$ cat src/hdl/bipc_pkg.sv
// Package for the block I/O pattern classifier.
// Field widths, class codes, record/result layouts and controller/datapath structs.
// No dependencies.
package bipc_pkg;

  localparam int DEV_W        = 32;
  localparam int START_W      = 48;
  localparam int COUNT_W      = 20;
  localparam int TOT_W        = 64;
  localparam int NEXT_W       = 49;
  localparam int SECTOR_SHIFT = 9;
  localparam int IN_TDATA_W   = 104;
  localparam int OUT_TDATA_W  = 248;
  localparam int OUT_PAD_W    = 5;

  typedef enum logic [1:0] {
    CLS_FIRST = 2'd0,
    CLS_SEQ   = 2'd1,
    CLS_RAND  = 2'd2,
    CLS_DROP  = 2'd3
  } pclass_t;

  // per-device table record
  typedef struct packed {
    logic [NEXT_W-1:0] next_sector;
    logic [TOT_W-1:0]  bytes;
    logic [TOT_W-1:0]  rand_cnt;
    logic [TOT_W-1:0]  seq_cnt;
  } rec_t;

  // result item, lowest field in the lowest bits
  typedef struct packed {
    logic [NEXT_W-1:0] next_expected_sector;
    logic [TOT_W-1:0]  byte_total;
    logic [TOT_W-1:0]  random_total;
    logic [TOT_W-1:0]  sequential_total;
    pclass_t           pattern_class;
  } res_t;

  typedef struct packed {
    logic load;
    logic scan;
    logic read;
    logic calc;
    logic drop;
    logic push;
  } cmd_t;

  typedef struct packed {
    logic found;
    logic miss;
    logic full;
  } sts_t;

endpackage

$ cat src/hdl/bipc_ctrl.sv
// Controller of the block I/O pattern classifier.
// Sequences load, table scan, record read, update and output push; uses bipc_pkg.
module bipc_ctrl
  import bipc_pkg::*;
(
  input  logic clk,
  input  logic rst_n,
  input  logic in_tvalid,
  output logic in_tready,
  output logic out_tvalid,
  input  logic out_tready,
  input  sts_t sts,
  output cmd_t cmd
);

  typedef enum logic [2:0] {
    ST_IDLE,
    ST_SCAN,
    ST_READ,
    ST_CALC,
    ST_DROP,
    ST_OUT
  } state_t;

  state_t state_r, state_nxt;
  logic   out_tvalid_r, out_tvalid_nxt;
  logic   push;

  assign push = (state_r == ST_OUT) && (!out_tvalid_r || out_tready);

  always_comb begin
    state_nxt = state_r;
    case (state_r)
      ST_IDLE: begin
        if (in_tvalid) state_nxt = ST_SCAN;
      end
      ST_SCAN: begin
        if (sts.found) state_nxt = ST_READ;
        else if (sts.miss) state_nxt = sts.full ? ST_DROP : ST_READ;
      end
      ST_READ: state_nxt = ST_CALC;
      ST_CALC: state_nxt = ST_OUT;
      ST_DROP: state_nxt = ST_OUT;
      ST_OUT: begin
        if (push) state_nxt = ST_IDLE;
      end
      default: state_nxt = ST_IDLE;
    endcase
  end

  always_comb begin
    out_tvalid_nxt = out_tvalid_r;
    if (out_tvalid_r && out_tready) out_tvalid_nxt = 1'b0;
    if (push) out_tvalid_nxt = 1'b1;
  end

  always_ff @(posedge clk) begin
    if (!rst_n) begin
      state_r      <= ST_IDLE;
      out_tvalid_r <= 1'b0;
    end else begin
      state_r      <= state_nxt;
      out_tvalid_r <= out_tvalid_nxt;
    end
  end

  assign in_tready  = (state_r == ST_IDLE);
  assign out_tvalid = out_tvalid_r;

  always_comb begin
    cmd      = '0;
    cmd.load = (state_r == ST_IDLE) && in_tvalid;
    cmd.scan = (state_r == ST_SCAN);
    cmd.read = (state_r == ST_READ);
    cmd.calc = (state_r == ST_CALC);
    cmd.drop = (state_r == ST_DROP);
    cmd.push = push;
  end

endmodule

$ cat config.mk
export PLATFORM = sky130hd
export DESIGN_NAME = bipc_ctrl
export DESIGN_NICKNAME = d
export VERILOG_FILES = /design/src/hdl/bipc_pkg.sv /design/src/hdl/bipc_ctrl.sv
export SDC_FILE = /design/constraint.sdc
export NUM_CORES = 1
export LEC_CHECK = 0
export BUFFER_PORTS_ARGS = -buffer_cell sky130_fd_sc_hd__buf_2
export CAP_MARGIN = 30
export CORE_AREA = 2 2 39 41
export CTS_CLUSTER_SIZE = 25
export DETAILED_ROUTE_END_ITERATION = 8
export DIE_AREA = 0 0 41 43
export MAX_ROUTING_LAYER = met4
export SYNTH_ARGS = -nofsm -noshare
export SYNTH_HDL_FRONTEND = slang
export SYNTH_SLANG_ARGS = --single-unit
export TNS_END_PERCENT = 5
$ cat constraint.sdc
create_clock -name clk -period 1.4 [get_ports clk]
set_input_delay 0.07 -clock clk [delete_from_list [all_inputs] [get_ports clk]]
set_output_delay 0.07 -clock clk [all_outputs]
set_load 0.01 [all_outputs]
==> metrics, run 1 <==
Worst Max-Slew Pin Slew 0.265 ns; Mapped Avg Cell Area 8.10 um2; Flop pwr share 35.4%; Synth area leader dfxtp_1; switching share of power 28.4%; Remaining DRCs 0; hold_buf cts 0; Post-Place Worst Slack 0.221 ns; Avg Vias per Cell 4.29; wire per inst 9.50 um; final setup vio count 0; GRT Total Usage 8.03%; top cell type's share of synthesized area 27.5%; CTS Buffer Depth 2; Final WS setup 0.119 ns; FMAX 0.780 GHz; H-tree Lvls 1; final wirelength 646 um; post-CTS sizing 0; Layout area overhead 33.5%; TritonCTS Buffers 3; Logic pwr share 28.0%; CP required 1.33 ns; Fin Clk Skew 0.00372 ns; placed cell count 65; CTS tree done; via count 292; first-pass GRT wire length 903 um; post-layout util 28.1%; Internal Power 0.273 mW; largest net degree at the start of global routing 10; Routed Antenna Nets 0; leakage 0.192 nW; die span in y 43 um; First-pass DRT Iterations 2; global placement routability congestion 0.708; Final Hold Viols 0; Inserted Diodes 0; Row Count 14; Synth Warn # 0; Overflow after GRT 0; layout cells sized above 1 46.2%; setup TNS 0 ns; RSZ-0062 raised after global routing no; critical path peak fanout 7; initial core utilization 21.1%; run status complete, no violations; Die W 41 um; DP Wirelength 515 um; clock sink count 4; Die Area 1760 um2; worst min path class primary input to register; Max IR drop VDD 0.293 mV; final worst path period share 91.5%; Fillers 159; Synthesized Nets 43; final net count 61; CP Launch Type register; CP Capture Type primary output; num ports 15; First DRT Iteration DRCs 2; initial antenna violation count 0; non-filler cells, final 68; Max Slew Vio Count 0; Post-Synthesis Cells 36; flops & latches, synth 4; sequential fraction of the synthesis area 27.5%; Synth cell types 24; P per Cell Area 982 nW/um2; core area 1380 um2; CP Data Arrival Time 1.21 ns; Critical Setup Path Class register to primary output; clock power share 36.6%; maxcap violations 0; vias in the first global route 250; top cells by area, synth dfxtp_1 27%, buf_6 7.7%, and3_2 5.2%, nor2_1 5.2%, o211ai_1 5.2%; Switch Pwr 0.109 mW; CTS clock-pin slew for the worst setup and hold paths 0.04 ns; PortBufs 14; Final Critical Period 1.28 ns; Setup Buffers After CTS 0; worst skew pair latency 0.23 ns; slew margin rel. 82.1%; cell area after synthesis 292 um2; CTS root buffer clkbuf_4
## cell usage after synthesis
master	n
nor4b_1	1
mux2i_1	1
inv_2	1
and2_1	1
nand3_1	1
o211a_1	1
nor3_1	2
and3_2	2
or2b_2	1
o21a_1	1
and2b_2	1
a21boi_0	1
buf_6	2
nand2_1	1
nor3b_1	1
dfxtp_1	4
a21oi_1	2
buf_4	1
nor2b_1	1
or3_1	1
inv_1	2
o211ai_1	2
o41ai_1	1
nor2_1	4
## final cells by class
type                       instances  area [um2]  share of cell area [%]
clock buffer                       3        22.5                    5.79
inverter                           3        11.3                    2.89
multi-input combinational         26         170                    43.7
sequential                         4        80.1                    20.6
tap                               16        20.0                    5.14
timing repair buffer              16        85.1                    21.9
## flip-flops by register name, indices dropped and copies added (netlist names)
name,flops
out_tvalid,1
state_r,3
## power by group through the flow
stage	Combinational, mW	Clock [mW]	Sequential [mW]
2_1_floorplan	0.0839	0	0.130
3_3_place_gp	0.106	0	0.136
3_5_place_dp	0.108	0	0.137
4_1_cts	0.108	0.148	0.135
5_1_grt	0.119	0.153	0.136
6_report	0.107	0.140	0.135
## cell families after synthesis
family | share of synthesized area [%]
and+or+nand+nor | 34.8
muxes | 3.43
AOI/OAI and AO/OA | 20.2
DFF | 27.5
buffers and inverters | 14.2
## placed cells by master (no fill, tap or decap), drive strengths merged
| master | netlist | routed |
|---|---|---|
| o211ai | 2 | 2 |
| nor2 | 4 | 4 |
| o41ai | 1 | 1 |
| o211a | 1 | 1 |
| or3 | 1 | 1 |
| or2b | 1 | 1 |
| and2b | 1 | 1 |
| and2 | 1 | 1 |
| buf | 3 | 16 |
| a21boi | 1 | 1 |
| o21a | 1 | 1 |
| nor3 | 2 | 2 |
| nor4b | 1 | 1 |
| inv | 3 | 3 |
| a21oi | 2 | 2 |
| mux2i | 1 | 1 |
| dfxtp | 4 | 4 |
| nand3 | 1 | 1 |
| nor2b | 1 | 1 |
| clkbuf | 0 | 3 |
| nand2 | 1 | 1 |
| nor3b | 1 | 1 |
| and3 | 2 | 2 |
## per-layer routing
layer	global-route usage, %	vias up	share of wire [%]
li1	-	158	-
met1	7.42	125	43
met2	12.5	9	49
met3	3.14	0	8.0
met4	6.00	0	0
met5	-	-	0
## per-stage QoR
step           area (um2)  hold WS (ns)  total power [mW]
2_1_floorplan         292         0.188             0.214
3_3_place_gp          367         0.320             0.242
3_5_place_dp          367         0.321             0.245
4_1_cts               389        0.0768             0.391
5_1_grt               389        0.0917             0.409
6_report              389        0.0821             0.382
## worst paths after layout
kind	start	to	slack [ns]	depth (start not counted)
max	state_r[0]	cmd[5]	0.12	4
min	rst_n	state_r[2]	0.08	2
max reg2reg	state_r[0]	state_r[2]	0.22	4
min reg2reg	state_r[2]	state_r[1]	0.59	2
## worst max-delay path, stage by stage (launching register included)
cell     delay, ns
dfxtp_1       0.35
buf_4         0.17
nor3_1        0.20
and2_1        0.14
buf_2         0.12
No activity file was read; power rests on OpenSTA's default activity.
==> inputs of run 2 (changes only) <==
--- a/config.mk
+++ b/config.mk
@@ -12,6 +12,7 @@
 export DETAILED_ROUTE_END_ITERATION = 8
 export DIE_AREA = 0 0 41 43
 export MAX_ROUTING_LAYER = met4
+export REMOVE_ABC_BUFFERS = 1
 export SYNTH_ARGS = -nofsm -noshare
 export SYNTH_HDL_FRONTEND = slang
 export SYNTH_SLANG_ARGS = --single-unit
==> run 2 against run 1 <==
  * Die area unchanged
  * Core utilization unchanged
  * Register-to-register slack worse by 0.03 ns
  * Combinational power about the same
  * Critical path depth unchanged
  * Non-clock buffer count unchanged
  * Hold slack better by 0.0040 ns
  * Maximum frequency down 0.59%
  * Final area unchanged
  * Setup slack worse by 0.0076 ns
  * Final cell count unchanged
  * Highest routed layer unchanged
==> metrics, run 2 (synthesized netlist as in run 1, its figures left out) <==
Worst Hold Path EP state_r[2] (unchanged); Power Total 0.381 mW (was 0.382 mW); Reg with most FFs state_r (unchanged); Fillers 163 (was 159); First DRT Iteration DRCs 3 (was 2); via count 289 (was 292); CP Capture Type primary output (unchanged); CP required 1.33 ns (about the same); CP Cell Sequence buf_4 > nor3_1 > and2_1 > buf_2 (unchanged); Crit path depth 4 (unchanged); Row Count 14 (unchanged); Avg Vias per Cell 4.25 (was 4.29); most common cell after layout, fill and taps aside buf_2 (unchanged); worst skew pair latency 0.23 ns (about the same); die span in y 43 um (unchanged); Routed Antenna Nets 0 (unchanged); CP delay by family, top flip-flops (unchanged); Die W 41 um (unchanged); hold_buf cts 0 (unchanged); clock sink count 4 (unchanged); CTS clock-pin slew for the worst setup and hold paths 0.04 ns (about the same); dpl cell area 367 um2 (unchanged); Setup Buffers After CTS 0 (unchanged); FMAX 0.776 GHz (was 0.780 GHz); Worst path slowest cell dfxtp_1 (unchanged); Max IR drop VDD 0.265 mV (was 0.293 mV); Fin Clk Skew 0.00128 ns (was 0.00372 ns); wire per inst 8.57 um (was 9.50 um); Layout area overhead 33.5% (unchanged); Die Area 1760 um2 (unchanged); GRT Total Usage 8.55% (was 8.03%); first-pass GRT wire length 910 um (was 903 um); FF-to-FF End state_r[2] (unchanged); RSZ-0062 raised after global routing no (unchanged); Critical Setup Path Class register to primary output (unchanged); setup TNS 0 ns (unchanged); critical path peak fanout 7 (unchanged); Remaining DRCs 0 (unchanged); most frequent cells in the layout 14 x buf_2, 4 x nor2_1, 4 x dfxtp_1, 3 x clkbuf_4 (unchanged); RR Startpoint state_r[0] (unchanged); max reg flops 3 (unchanged); TritonCTS Buffers 3 (unchanged); Inserted Diodes 0 (unchanged); CTS Buffer Depth 2 (unchanged); CP Launch Type register (unchanged); initial antenna violation count 0 (unchanged); PortBufs 14 (unchanged); P per Cell Area 980 nW/um2 (was 982 nW/um2); CTS root buffer clkbuf_4 (unchanged); H-tree Lvls 1 (unchanged); layout cells sized above 1 46.2% (unchanged); run status complete, no violations (unchanged); First-pass DRT Iterations 4 (was 2); post-CTS sizing 0 (unchanged); worst min path class primary input to register (unchanged); Overflow after GRT 0 (unchanged); largest net degree at the start of global routing 10 (unchanged); hold slack 0.0862 ns (was 0.0821 ns); DP Wirelength 484 um (was 515 um); hold path depth 2 (unchanged); maxcap violations 0 (unchanged); leakage 0.192 nW (unchanged); hold_sp rst_n (unchanged); Final Critical Period 1.29 ns (was 1.28 ns); slew margin rel. 79.9% (was 82.1%); initial core utilization 21.1% (unchanged); Worst R2R Setup Slack 0.19 ns (was 0.22 ns); CP Data Arrival Time 1.22 ns (was 1.21 ns); CP Buf/Inv Count 2 (unchanged); final wirelength 583 um (was 646 um); final instance area 389 um2 (unchanged); CTS tree done (unchanged); core area 1380 um2 (unchanged); Worst Max-Slew Pin Slew 0.297 ns (was 0.265 ns); max incr delay on CP 0.35 ns (about the same); final setup vio count 0 (unchanged); Max Slew Vio Count 0 (unchanged); final worst path period share 92.1% (was 91.5%); reg2reg path depth 4 (unchanged); num ports 15 (unchanged); final net count 61 (unchanged); Final Hold Viols 0 (unchanged); global placement routability congestion 0.708 (about the same); vias in the first global route 254 (was 250)
-- run 2: cell counts in the layout (fill, tap and decap cells not counted) --
Identical to the previous run, type by type.
-- run 2: area by class of cell --
| class | instances | area [um2] | area share (%) |
|---|---|---|---|
| clock buffer | 3 | 22.5 | 5.79 |
| timing repair buffer | 16 | 85.1 | 21.9 |
| tap | 16 | 20.0 | 5.14 |
| sequential | 4 | 80.1 | 20.6 |
| multi-input combinational | 26 | 170 | 43.7 |
| inverter | 3 | 11.3 | 2.89 |
-- run 2: report_power, final --
group | switching, mW | leakage [nW] | total (mW) | internal (mW)
Sequential | 0.0124 | 0.0327 | 0.135 | 0.123
Combinational | 0.0516 | 0.145 | 0.106 | 0.0547
Clock | 0.0441 | 0.0138 | 0.140 | 0.0957
Total | 0.108 | 0.192 | 0.381 | 0.273
-- run 2: worst max path at each step --
stage | from | end
2_1_floorplan | state_r[0] | state_r[2]
3_3_place_gp | state_r[0] | state_r[2]
3_5_place_dp | state_r[0] | state_r[2]
4_1_cts | state_r[0] | cmd[5]
5_1_grt | state_r[0] | cmd[5]
6_report | state_r[0] | cmd[5]
-- run 2: metrics by stage --
stage / util, % / setup slack, ns / cells
6_report: 28.1 / 0.111 / 68
5_1_grt: 28.1 / 0.000287 / 68
4_1_cts: 28.1 / 0.101 / 68
3_5_place_dp: 26.5 / 0.199 / 65
3_3_place_gp: 26.5 / 0.190 / 65
2_1_floorplan: - / 0.230 / 33
-- run 2: per-layer routing --
metal | up-vias | wire length [um] | track usage [%]
met1 | 121 | 239 | 7.10
met4 | 0 | 0 | 8.00
met3 | 0 | 48 | 4.71
met5 | - | 0 | -
met2 | 7 | 295 | 12.5
li1 | 161 | - | -
==> inputs of run 3 (changes only) <==
--- a/config.mk
+++ b/config.mk
@@ -5,8 +5,9 @@
 export SDC_FILE = /design/constraint.sdc
 export NUM_CORES = 1
 export LEC_CHECK = 0
+export ABC_AREA = 1
 export BUFFER_PORTS_ARGS = -buffer_cell sky130_fd_sc_hd__buf_2
-export CAP_MARGIN = 30
+export CAP_MARGIN = 25
 export CORE_AREA = 2 2 39 41
 export CTS_CLUSTER_SIZE = 25
 export DETAILED_ROUTE_END_ITERATION = 8
==> run 3 against run 2 <==
  * Power rose by 7.7%
  * Clock skew hardly changed
  * Wire length increased by 9.8%
  * Final area increased by 9.0%
  * Critical path depth increased by 1
  * Area after synthesis rose by 9.4%
  * Synthesized cell count is 36% higher
  * Global-route usage increased by 0.80 points
  * Maximum frequency is 8.2% higher
  * Hold slack better by 0.0082 ns
  * Flip-flop and latch count stayed put
  * Core utilization increased by 2.5 points
==> metrics, run 3 <==
Critical Setup Path Class register to primary output (unchanged); run status complete, no violations (unchanged); end point of the critical path cmd[0] (was cmd[5]); RSZ-0062 raised after global routing no (unchanged); CTS Buffer Depth 2 (unchanged); Synth cell types 15 (was 24); Layout area overhead 32.9% (was 33.5%); final setup vio count 0 (unchanged); largest net degree at the start of global routing 7 (was 10); CP required 1.33 ns (about the same); cell area after synthesis 319 um2 (was 292 um2); Synth area leader dfxtp_1 (unchanged); H-tree Lvls 1 (unchanged); CTS clock-pin slew for the worst setup and hold paths 0.03 ns (was 0.04 ns); critical path peak fanout 3 (was 7); sequential fraction of the synthesis area 25.1% (was 27.5%); FF-to-FF End state_r[2] (unchanged); Mapped Avg Cell Area 6.51 um2 (was 8.10 um2); flops & latches, synth 4 (unchanged); leakage 0.243 nW (was 0.192 nW); Row Count 14 (unchanged); Overflow after GRT 0 (unchanged); CP Launch Type register (unchanged); final worst path period share 85.1% (was 92.1%); initial antenna violation count 0 (unchanged); GRT Total Usage 9.34% (was 8.55%); P per Cell Area 969 nW/um2 (was 980 nW/um2); num ports 15 (unchanged); worst skew pair latency 0.23 ns (about the same); global placement routability congestion 0.712 (was 0.708); TritonCTS Buffers 3 (unchanged); maxcap violations 0 (unchanged); final net count 74 (was 61); Power Total 0.411 mW (was 0.381 mW); layout cells sized above 1 49.2% (was 46.2%); FFs w/ async S/R, synth 0% (unchanged); post-CTS sizing 0 (unchanged); setup TNS 0 ns (unchanged); CTS root buffer clkbuf_4 (unchanged); final wirelength 640 um (was 583 um); Max IR drop VDD 0.398 mV (was 0.265 mV); hold_buf cts 0 (unchanged); Inserted Diodes 0 (unchanged); wire per inst 7.90 um (was 8.57 um); max incr delay on CP 0.36 ns (was 0.35 ns); PortBufs 14 (unchanged); Final Critical Period 1.19 ns (was 1.29 ns); FMAX 0.840 GHz (was 0.776 GHz); worst min path class primary input to register (unchanged); Die Area 1760 um2 (unchanged); top cells by area, synth dfxtp_1 25%, inv_1 11%, nand2_1 11%, nor2_1 9.4%, a21oi_2 8.2% (was dfxtp_1 27%, buf_6 7.7%, and3_2 5.2%, nor2_1 5.2%, o211ai_1 5.2%); Synth Flop Type dfxtp_1 (unchanged); Max Slew Vio Count 0 (unchanged); top cell type's share of synthesized area 25.1% (was 27.5%); Post-synth top cells 9 x inv_1, 9 x nand2_1, 8 x nor2_1 (was 4 x dfxtp_1, 4 x nor2_1); CTS tree done (unchanged); Reg with most FFs state_r (unchanged); slew margin rel. 86.9% (was 79.9%); hold_sp rst_n (unchanged); number of synthesized flops with an enable pin 0 (unchanged); clock sink count 4 (unchanged); max reg flops 3 (unchanged); CP Data Arrival Time 1.12 ns (was 1.22 ns); Remaining DRCs 0 (unchanged); Worst R2R Setup Slack 0.35 ns (was 0.19 ns); reg2reg path depth 7 (was 4); most common cell after layout, fill and taps aside buf_2 (unchanged); core area 1380 um2 (unchanged); most frequent cells in the layout 14 x buf_2, 9 x inv_1, 9 x nand2_1, 8 x nor2_1 (was 14 x buf_2, 4 x nor2_1, 4 x dfxtp_1, 3 x clkbuf_4); Critical path origin state_r[0] (unchanged); Die W 41 um (unchanged); Fin Clk Skew 0.00142 ns (was 0.00128 ns); First-pass DRT Iterations 1 (was 4); die span in y 43 um (unchanged); vias in the first global route 289 (was 254); Avg Vias per Cell 3.89 (was 4.25); RR Startpoint state_r[0] (unchanged); via count 315 (was 289); DP Wirelength 570 um (was 484 um); Post-Synthesis Cells 49 (was 36); Worst path slowest cell dfxtp_1 (unchanged); Worst Max-Slew Pin Slew 0.196 ns (was 0.297 ns); first-pass GRT wire length 993 um (was 910 um); Routed Antenna Nets 0 (unchanged); initial core utilization 23.1% (was 21.1%); Synth Warn # 0 (unchanged); CP Cell Sequence inv_2 > nor2_2 > nand2_2 > nor2_1 > buf_2 (was buf_4 > nor3_1 > and2_1 > buf_2); First DRT Iteration DRCs 0 (was 3); CP Capture Type primary output (unchanged); Final Hold Viols 0 (unchanged); Setup Buffers After CTS 0 (unchanged)
run 3: changes by cell type after synthesis, moves of 2 or more:
cell / change
a21oi_2: +3
nand2_2: +2
nand2_1: +8
inv_1: +7
nor2_1: +4
nor3_1: -2
buf_6: -2
nor2_2: +4
o211ai_1: -2
and3_2: -2
run 3: worst min-delay path by stage:
stage / slack [ns] / to / depth (start not counted)
2_1_floorplan: 0.21 / state_r[0] / 2
3_3_place_gp: 0.34 / state_r[0] / 3
3_5_place_dp: 0.34 / state_r[0] / 3
4_1_cts: 0.09 / state_r[0] / 3
5_1_grt: 0.09 / state_r[0] / 3
6_report: 0.09 / state_r[0] / 3
run 3: layer usage:
layer,part of all wire (%),up-vias,GRT usage [%]
li1,-,179,-
met1,45,125,9.27
met2,46,9,11.9
met3,7.3,2,4.71
met4,0.94,0,10.0
met5,0,-,-
run 3: metrics by stage:
step	utilization, %	hold WS [ns]	setup slack [ns]	cells	instance area (um2)
2_1_floorplan	-	0.206	0.339	48	312
3_3_place_gp	29.0	0.336	0.372	78	402
4_1_cts	30.7	0.0868	0.186	81	424
3_5_place_dp	29.0	0.336	0.353	78	402
6_report	30.7	0.0944	0.209	81	424
5_1_grt	30.7	0.0868	0.0886	81	424
run 3: logic make-up after synthesis:
family                 count (synthesis)  share of synthesized area (%)
DFF                                    4                           25.1
buffers and inverters                 13                           20.8
and+or+nand+nor                       26                           40.0
AOI/OAI and AO/OA                      6                           14.1
run 3: critical path, delay by kind of cell (launching register included):
family,cells,cell delay [ns]
buffers and inverters,2,0.19
DFF,1,0.36
and+or+nand+nor,3,0.34
run 3: layout make-up:
cell class	count	area, um2
clock buffers	3	22.5
fillers	165	960
inverters	12	58.8
multi-input cells	32	173
flip-flops and latches	4	80.1
well taps	16	20.0
repair buffers	14	70.1
run 3: power by group:
part / internal (mW) / switching (mW)
combinational: 0.0547 / 0.0849
sequential: 0.124 / 0.0102
clock: 0.0955 / 0.0419
total: 0.274 / 0.137
